<file path="src/design/ffa_pkg.sv">
// ---------------------------------------------------------------------------
// ffa_pkg: shared types and codes of the first-fit free-list allocator
// Region entry layout, action and status codes, controller/datapath links.
// ---------------------------------------------------------------------------
package ffa_pkg;

  localparam logic ACT_ALLOC = 1'b0;
  localparam logic ACT_FREE  = 1'b1;

  localparam logic [1:0] STATUS_OK    = 2'd0;
  localparam logic [1:0] STATUS_NOFIT = 2'd1;
  localparam logic [1:0] STATUS_DROP  = 2'd2;

  typedef struct packed {
    logic [31:0] start;
    logic [31:0] len;
  } region_t;

  typedef enum logic [3:0] {
    OP_NONE,
    OP_ALLOC_FAIL,
    OP_ALLOC_TRIM,
    OP_ALLOC_TAKE,
    OP_MERGE_BOTH,
    OP_MERGE_LO,
    OP_MERGE_HI,
    OP_INSERT,
    OP_DROP
  } ffa_op_t;

  typedef struct packed {
    logic    load;
    logic    scan;
    logic    decide;
    ffa_op_t op;
    logic    shdn;
    logic    shup;
    logic    publish;
  } ffa_cmd_t;

  typedef struct packed {
    logic scan_done;
    logic found;
    logic is_free;
    logic lo_ok;
    logic hi_ok;
    logic exact;
    logic full;
    logic shdn_done;
    logic shup_done;
    logic out_busy;
  } ffa_stat_t;

endpackage

</file>
<file path="src/design/ffa_ctrl.sv">
// ---------------------------------------------------------------------------
// ffa_ctrl: allocator sequencer
// Steps each request through scan, decision, entry shifting and result.
// ---------------------------------------------------------------------------
module ffa_ctrl import ffa_pkg::*; (
  input  logic      clk,
  input  logic      rst_n,
  input  logic      in_valid,
  output logic      in_ready,
  input  ffa_stat_t stat,
  output ffa_cmd_t  cmd
);

  typedef enum logic [5:0] {
    S_IDLE   = 6'b000001,
    S_SCAN   = 6'b000010,
    S_DECIDE = 6'b000100,
    S_SHDN   = 6'b001000,
    S_SHUP   = 6'b010000,
    S_DONE   = 6'b100000
  } state_t;

  state_t  state_r, state_nxt;
  ffa_op_t op;

  always_comb begin
    if (!stat.is_free) begin
      if (!stat.found) begin
        op = OP_ALLOC_FAIL;
      end else if (stat.exact) begin
        op = OP_ALLOC_TAKE;
      end else begin
        op = OP_ALLOC_TRIM;
      end
    end else if (stat.lo_ok && stat.hi_ok) begin
      op = OP_MERGE_BOTH;
    end else if (stat.lo_ok) begin
      op = OP_MERGE_LO;
    end else if (stat.hi_ok) begin
      op = OP_MERGE_HI;
    end else if (!stat.full) begin
      op = OP_INSERT;
    end else begin
      op = OP_DROP;
    end
  end

  always_comb begin
    state_nxt   = state_r;
    in_ready    = 1'b0;
    cmd.load    = 1'b0;
    cmd.scan    = 1'b0;
    cmd.decide  = 1'b0;
    cmd.op      = OP_NONE;
    cmd.shdn    = 1'b0;
    cmd.shup    = 1'b0;
    cmd.publish = 1'b0;
    case (state_r)
      S_IDLE: begin
        in_ready = 1'b1;
        if (in_valid) begin
          cmd.load  = 1'b1;
          state_nxt = S_SCAN;
        end
      end
      S_SCAN: begin
        cmd.scan = 1'b1;
        if (stat.scan_done) begin
          state_nxt = S_DECIDE;
        end
      end
      S_DECIDE: begin
        cmd.decide = 1'b1;
        cmd.op     = op;
        case (op)
          OP_ALLOC_TAKE, OP_MERGE_BOTH: state_nxt = S_SHDN;
          OP_INSERT:                    state_nxt = S_SHUP;
          default:                      state_nxt = S_DONE;
        endcase
      end
      S_SHDN: begin
        cmd.shdn = 1'b1;
        if (stat.shdn_done) begin
          state_nxt = S_DONE;
        end
      end
      S_SHUP: begin
        cmd.shup = 1'b1;
        if (stat.shup_done) begin
          state_nxt = S_DONE;
        end
      end
      S_DONE: begin
        if (!stat.out_busy) begin
          cmd.publish = 1'b1;
          state_nxt   = S_IDLE;
        end
      end
      default: begin
        state_nxt = S_IDLE;
      end
    endcase
  end

  always_ff @(posedge clk) begin
    if (!rst_n) begin
      state_r <= S_IDLE;
    end else begin
      state_r <= state_nxt;
    end
  end

endmodule

</file>
<file path="config.mk">
export PLATFORM = sky130hd
export DESIGN_NAME = ffa_ctrl
export DESIGN_NICKNAME = d
export VERILOG_FILES = /design/src/design/ffa_pkg.sv /design/src/design/ffa_ctrl.sv
export SDC_FILE = /design/constraint.sdc
export NUM_CORES = 1
export LEC_CHECK = 0
export ABC_AREA = 0
export BUFFER_PORTS_ARGS = -buffer_cell sky130_fd_sc_hd__clkbuf_2
export CORE_AREA = 2 2 39 41
export CTS_CLUSTER_DIAMETER = 80
export CTS_CLUSTER_SIZE = 28
export DETAILED_ROUTE_END_ITERATION = 7
export DIE_AREA = 0 0 41 43
export PLACE_DENSITY_LB_ADDON = 0.12
export SYNTH_ARGS = -nofsm -noshare
export SYNTH_HDL_FRONTEND = slang
export SYNTH_SLANG_ARGS = --single-unit
export TNS_END_PERCENT = 20
</file>
<file path="constraint.sdc">
create_clock -name clk -period 4 [get_ports clk]
set_input_delay 1.2 -clock clk [delete_from_list [all_inputs] [get_ports clk]]
set_output_delay 1.2 -clock clk [all_outputs]
set_load 0.01 [all_outputs]
</file>
==> flow_summary.toml, run 1 <==
[outcome]
outcome = "completed"

[logic_synthesis]
yosysWarningCount = 0
synth_seq_cells = 6
synth_commonest_cells = "o21ai_0 (7), dfxtp_1 (6), inv_1 (6), nor2_1 (6), nand2_1 (5)"
ys.flop_type = "dfxtp_1"
synth_top_area_frac = 0.240
synth_edf_count = 0
syn_area_per_cell_um2 = 7.47
synthTopCellsByArea = "dfxtp_1 (24%), o21ai_0 (7.0%), and2_1 (5.0%)"
yosysTopAreaCell = "dfxtp_1"
ys_seq_area_frac = 0.240
postSynthCellCount = 67
syn_area_um2 = 500
yosysMostFrequentCell = "o21ai_0"
async_flop_share = 0
synth_cell_types = 30
syn_nets = 80

[final_layout]
final_net_count = 108
top_regs = "state_r (6)"
regMostFlops = "state_r"
fin_area_um2 = 658
syn_to_final_growth_pct = 31.5
drive_above_1_share = 0.323
antenna_cells = 0
fin_cells = 109
largest_reg_flops = 6
fillCellCount = 144

[cts]
clock_latency_ns = 0.24
cts_buffers = 3
clock_path_buffers = 2
tritoncts = "done"
cts_setup_buffers = 0
clockRootBuffer = "clkbuf_4"
cts_resized = 0
cts_hold_buf = 0
h-tree-depth = 1
clk_pin_slew_worst_paths_ns = 0.04
clkSinkCount = 6

[floorplanning]
dieArea_um2 = 1760
die_h_um = 43
rows = 14
die_w_um = 41
core-area_um2 = 1380
pin_count = 24
start_util = 0.362

[sta]
tightest_slew_ns = 0.461
finalSetupTns_ns = 0
setup_viol = 0
period_needed_ns = 3.07
setup_ws_ns = 0.926
max_freq_ghz = 0.325
slew_headroom = 0.690
slew_viol_final = 0
min_period_over_period = 0.769
rsz0062_at_grt = "false"
skew_ns = 0.00754
hold_violations = 0

[setup_path]
criticalPathCategory = "input pin to primary output"
ff2ff_path_depth = 4
r2r-start = "state_r[0]$_SDFFE_PN1P_"
reg2reg_setup_slack_ns = 2.56
cp-startpoint = "stat[3]"
crit_fanout = 3
cp-endpoint = "cmd[3]"
arrival_ns = 1.87
end_kind = "primary output"
rr_endpoint = "state_r[0]$_SDFFE_PN1P_"
crit_required_ns = 2.80
cp-start-kind = "input pin"

[min_path]
min-delay-start = "state_r[5]$_SDFFE_PN0P_"
min_path_type = "register to register"

[power_and_ir_drop]
powerDensity_nw_per_um2 = 247
vdd_drop_max_mv = 0.0749
p_leak_nw = 0.323
design_power_total_mw = 0.163

[drt]
ant_nets = 0
routedWlPerCell_um = 10.9
drc = 0
first_pass_iters = 4
vias_per_cell = 5.13
vias = 559
drt_iter0_markers = 19
wl_mm = 1.19

[placement]
portBuffers = 23
dpl_cell_area_um2 = 636
dpl.hpwl_um = 994
gp_congestion = 0.745
placed_cells = 106
place_ws_ns = 0.920

[flow_run]
maxCapViolCount = 0

[global_routing]
grt_max_degree = 9
antenna_found_initial = 0
grt_pass1_wl_mm = 1.93
gr-total-overflow = 0
track_usage = 0.161
grt_pass1_vias = 505
-- area by class of cell --
cell class	instances	area (µm²)	share of cell area
Sequential cell	6	120	0.183
Inverter	6	22.5	0.0342
Timing Repair Buffer	23	115	0.175
Multi-Input combinational cell	55	358	0.544
Clock buffer	3	22.5	0.0342
Tap cell	16	20.0	0.0304
-- through the flow --
step / hold WS [ns] / util
6_report: 0.625 / 0.476
5_1_grt: 0.653 / 0.476
4_1_cts: 0.629 / 0.476
3_5_place_dp: 0.628 / 0.459
3_3_place_gp: 0.644 / 0.459
2_1_floorplan: 0.572 / -
-- cells by family after synthesis --
group           count (synthesis)  synth area share
flops                           6             0.240
buf+inv                         6            0.0450
compound gates                 19             0.252
xor+xnor                        1            0.0175
simple gates                   35             0.445
-- layer usage --
layer	track usage	wire (µm)	vias up
met5	0	0	-
met4	0.120	0	0
met3	0	38	0
met2	0.259	633	15
met1	0.190	518	239
li1	-	-	305
-- critical path, cell delays in order --
cell      delay (ns)
clkbuf_2        0.09
nor2b_1         0.12
o21ai_0         0.16
o311a_1         0.18
clkbuf_2        0.12
-- worst min path at each step --
stage                                          to  slack, ns  cells after the start
final                     state_r[0]$_SDFFE_PN1P_       0.62                      2
after global routing      state_r[0]$_SDFFE_PN1P_       0.65                      2
after CTS                 state_r[0]$_SDFFE_PN1P_       0.63                      2
after detailed placement  state_r[0]$_SDFFE_PN1P_       0.63                      2
after global placement    state_r[0]$_SDFFE_PN1P_       0.64                      2
after floorplan           state_r[0]$_SDFFE_PN1P_       0.57                      2
-- power breakdown --
part	leakage [nW]	internal (mW)	total (mW)	switching, mW
sequential	0.0488	0.0627	0.0675	0.00486
clock	0.0138	0.0339	0.0546	0.0207
combinational	0.261	0.0193	0.0406	0.0213
-- layout by cell type (no fill, tap or decap), types with 2 or more instances in the layout --
cell type / netlist / final
and2_1: 4 / 4
o21a_1: 2 / 2
nand3b_1: 2 / 2
nand3_1: 2 / 2
dfxtp_1: 6 / 6
a21oi_1: 2 / 2
nand2b_1: 2 / 2
nor2_1: 6 / 6
clkbuf_2: 0 / 23
inv_1: 6 / 6
o21ai_0: 7 / 7
nor2b_1: 2 / 2
nand2_1: 5 / 5
nor4_1: 2 / 2
clkbuf_4: 0 / 3
nor3_1: 2 / 2
nor3b_1: 2 / 2
Note: power is estimated with default switching activity, not from simulation.
==> inputs of run 2 (changes only) <==
==> constraint.sdc (replaced) <==
create_clock -name clk -period 2.5 [get_ports clk]
set_input_delay 0.75 -clock clk [delete_from_list [all_inputs] [get_ports clk]]
set_output_delay 0.75 -clock clk [all_outputs]
set_load 0.01 [all_outputs]
==> run 2 against run 1 <==
Net effect: worst hold slack is the same; sequential power grew 60%; via count unchanged; clock-buffer cell count unchanged; critical path depth up 1; combinational power increased by 60%; global-route usage stayed put; die area unchanged; final cell count unchanged; first-iteration DRC count did not move; register-to-register slack worse by 1.5 ns; clock skew unchanged; critical path type is now register to primary output; largest power group unchanged.
==> flow_summary.toml, run 2 (synthesis gave the netlist of run 1 again) <==
[outcome]
outcome = "completed"

[sta]
slew_viol_final = 0
max_freq_ghz = 0.425
rsz0062_at_grt = "false"
min_period_over_period = 0.940
period_needed_ns = 2.35
slew_headroom = 0.690
tightest_slew_ns = 0.461
skew_ns = 0.00754
finalSetupTns_ns = 0
hold_violations = 0
setup_ws_ns = 0.150
setup_viol = 0

[cts]
clockRootBuffer = "clkbuf_4"
clock_latency_ns = 0.24
h-tree-depth = 1
clk_pin_slew_worst_paths_ns = 0.05
cts_hold_buf = 0
tritoncts = "done"
cts_buffers = 3
clock_path_buffers = 2
clkSinkCount = 6

[final_layout]
largest_reg_flops = 6
regMostFlops = "state_r"
antenna_cells = 0
multi_input_area_um2 = 358
layout_common_cells = "clkbuf_2 (23), o21ai_0 (7), nor2_1 (6), dfxtp_1 (6)"
syn_to_final_growth_pct = 31.5
regArea_um2 = 120
fin_util = 0.476
final_common_cell = "clkbuf_2"
top_regs = "state_r (6)"
fin_area_um2 = 658
final_net_count = 108
drive_above_1_share = 0.333
fillCellCount = 144

[power_and_ir_drop]
seqPwrFrac = 0.415
switching_power_mw = 0.0751
power_frac_comb = 0.250
clkPwrFrac = 0.335
design_power_total_mw = 0.260
internal_power_mw = 0.185
vdd_drop_max_mv = 0.120
p_sw_frac = 0.288
powerDensity_nw_per_um2 = 396
p_leak_nw = 0.321

[placement]
gp_congestion = 0.745
dpl.hpwl_um = 994
place_ws_ns = 0.320
dpl_cell_area_um2 = 636
portBuffers = 23

[drt]
ant_nets = 0
wl_mm = 1.19
drc = 0
drt_iter0_markers = 19
first_pass_iters = 4
routedWlPerCell_um = 10.9
vias_per_cell = 5.13
vias = 559

[setup_path]
cp-start-kind = "register"
crit_family = "simple AND/OR/NAND/NOR gates"
rr_endpoint = "state_r[0]$_SDFFE_PN1P_"
cpMaxStageDelayCell = "dfxtp_1"
critPathBufInv = 2
crit_required_ns = 1.75
max_stage_delay_ns = 0.36
criticalPathCategory = "register to primary output"
ff2ff_path_depth = 4
reg2reg_setup_slack_ns = 1.06
arrival_ns = 1.60
crit_fanout = 6
r2r-start = "state_r[0]$_SDFFE_PN1P_"
end_kind = "primary output"
crit_chain = "nor4_4 -> nand3b_2 -> inv_2 -> nand2_1 -> nor3_1 -> clkbuf_2"

[floorplanning]
start_util = 0.362
core-area_um2 = 1380
pin_count = 24
dieArea_um2 = 1760
die_h_um = 43
rows = 14
die_w_um = 41

[global_routing]
track_usage = 0.161
antenna_found_initial = 0
gr-total-overflow = 0
grt_pass1_wl_mm = 1.93
grt_max_degree = 9
grt_pass1_vias = 505

[min_path]
min_path_cells = 2
min_path_type = "register to register"
min-delay-start = "state_r[5]$_SDFFE_PN0P_"
holdPathEnd = "state_r[0]$_SDFFE_PN1P_"

[flow_run]
maxCapViolCount = 0
==> run 2: changes by cell type in the layout (fill, tap and decap cells not counted) <==
cell,previous run,this run
inv_1,6,5
inv_2,0,1
==> run 2: repair_timing <==
| item | CTS | global route |
|---|---|---|
| endpoints found under the setup margin | 0 | 1 |
| resized for setup | 0 | 1 |
| buffers inserted | 0 | 0 |
==> run 2: worst max path at each step <==
stage                                  startpoint  endpoint  slack, ns  cells past startpoint
final                     state_r[3]$_SDFFE_PN0P_    cmd[6]       0.15                      6
after floorplan           state_r[3]$_SDFFE_PN0P_    cmd[6]       0.45                      5
after CTS                 state_r[3]$_SDFFE_PN0P_    cmd[6]       0.09                      6
after global routing      state_r[3]$_SDFFE_PN0P_    cmd[6]       0.01                      6
after detailed placement                  stat[3]    cmd[3]       0.32                      5
after global placement                    stat[5]    cmd[4]       0.36                      5
==> run 2: through the flow <==
| stage | hold WS, ns | cells |
|---|---|---|
| after floorplan | 0.572 | 67 |
| after global placement | 0.644 | 106 |
| after detailed placement | 0.628 | 106 |
| after CTS | 0.629 | 109 |
| after global routing | 0.653 | 109 |
| final | 0.625 | 109 |
==> run 2: metal layers <==
layer	up-vias	routed length, µm	share of wire	GRT usage
met4	0	0	0	0.120
met2	15	633	0.53	0.259
li1	305	-	-	-
met3	0	38	0.032	0
met5	-	0	0	0
met1	239	517	0.43	0.190
==> run 2: power by group through the flow <==
stage / combinational [mW] / sequential [mW] / clock [mW]
2_1_floorplan: 0.0391 / 0.108 / 0
3_3_place_gp: 0.0635 / 0.110 / 0
3_5_place_dp: 0.0650 / 0.110 / 0
4_1_cts: 0.0654 / 0.108 / 0.0927
5_1_grt: 0.0730 / 0.109 / 0.0982
6_report: 0.0650 / 0.108 / 0.0873
==> run 2: cell type report <==
class                           instances  area share
Clock buffer                            3      0.0342
Inverter                                6      0.0342
Multi-Input combinational cell         55       0.544
Sequential cell                         6       0.183
Tap cell                               16      0.0304
Timing Repair Buffer                   23       0.175
==> run 2: worst reg2reg max path: cells and delay by family, from the launching register on <==
kind               cells  cell delay, ns
DFF                    1            0.36
and+or+nand+nor        1            0.48
AOI/OAI and AO/OA      3            0.48
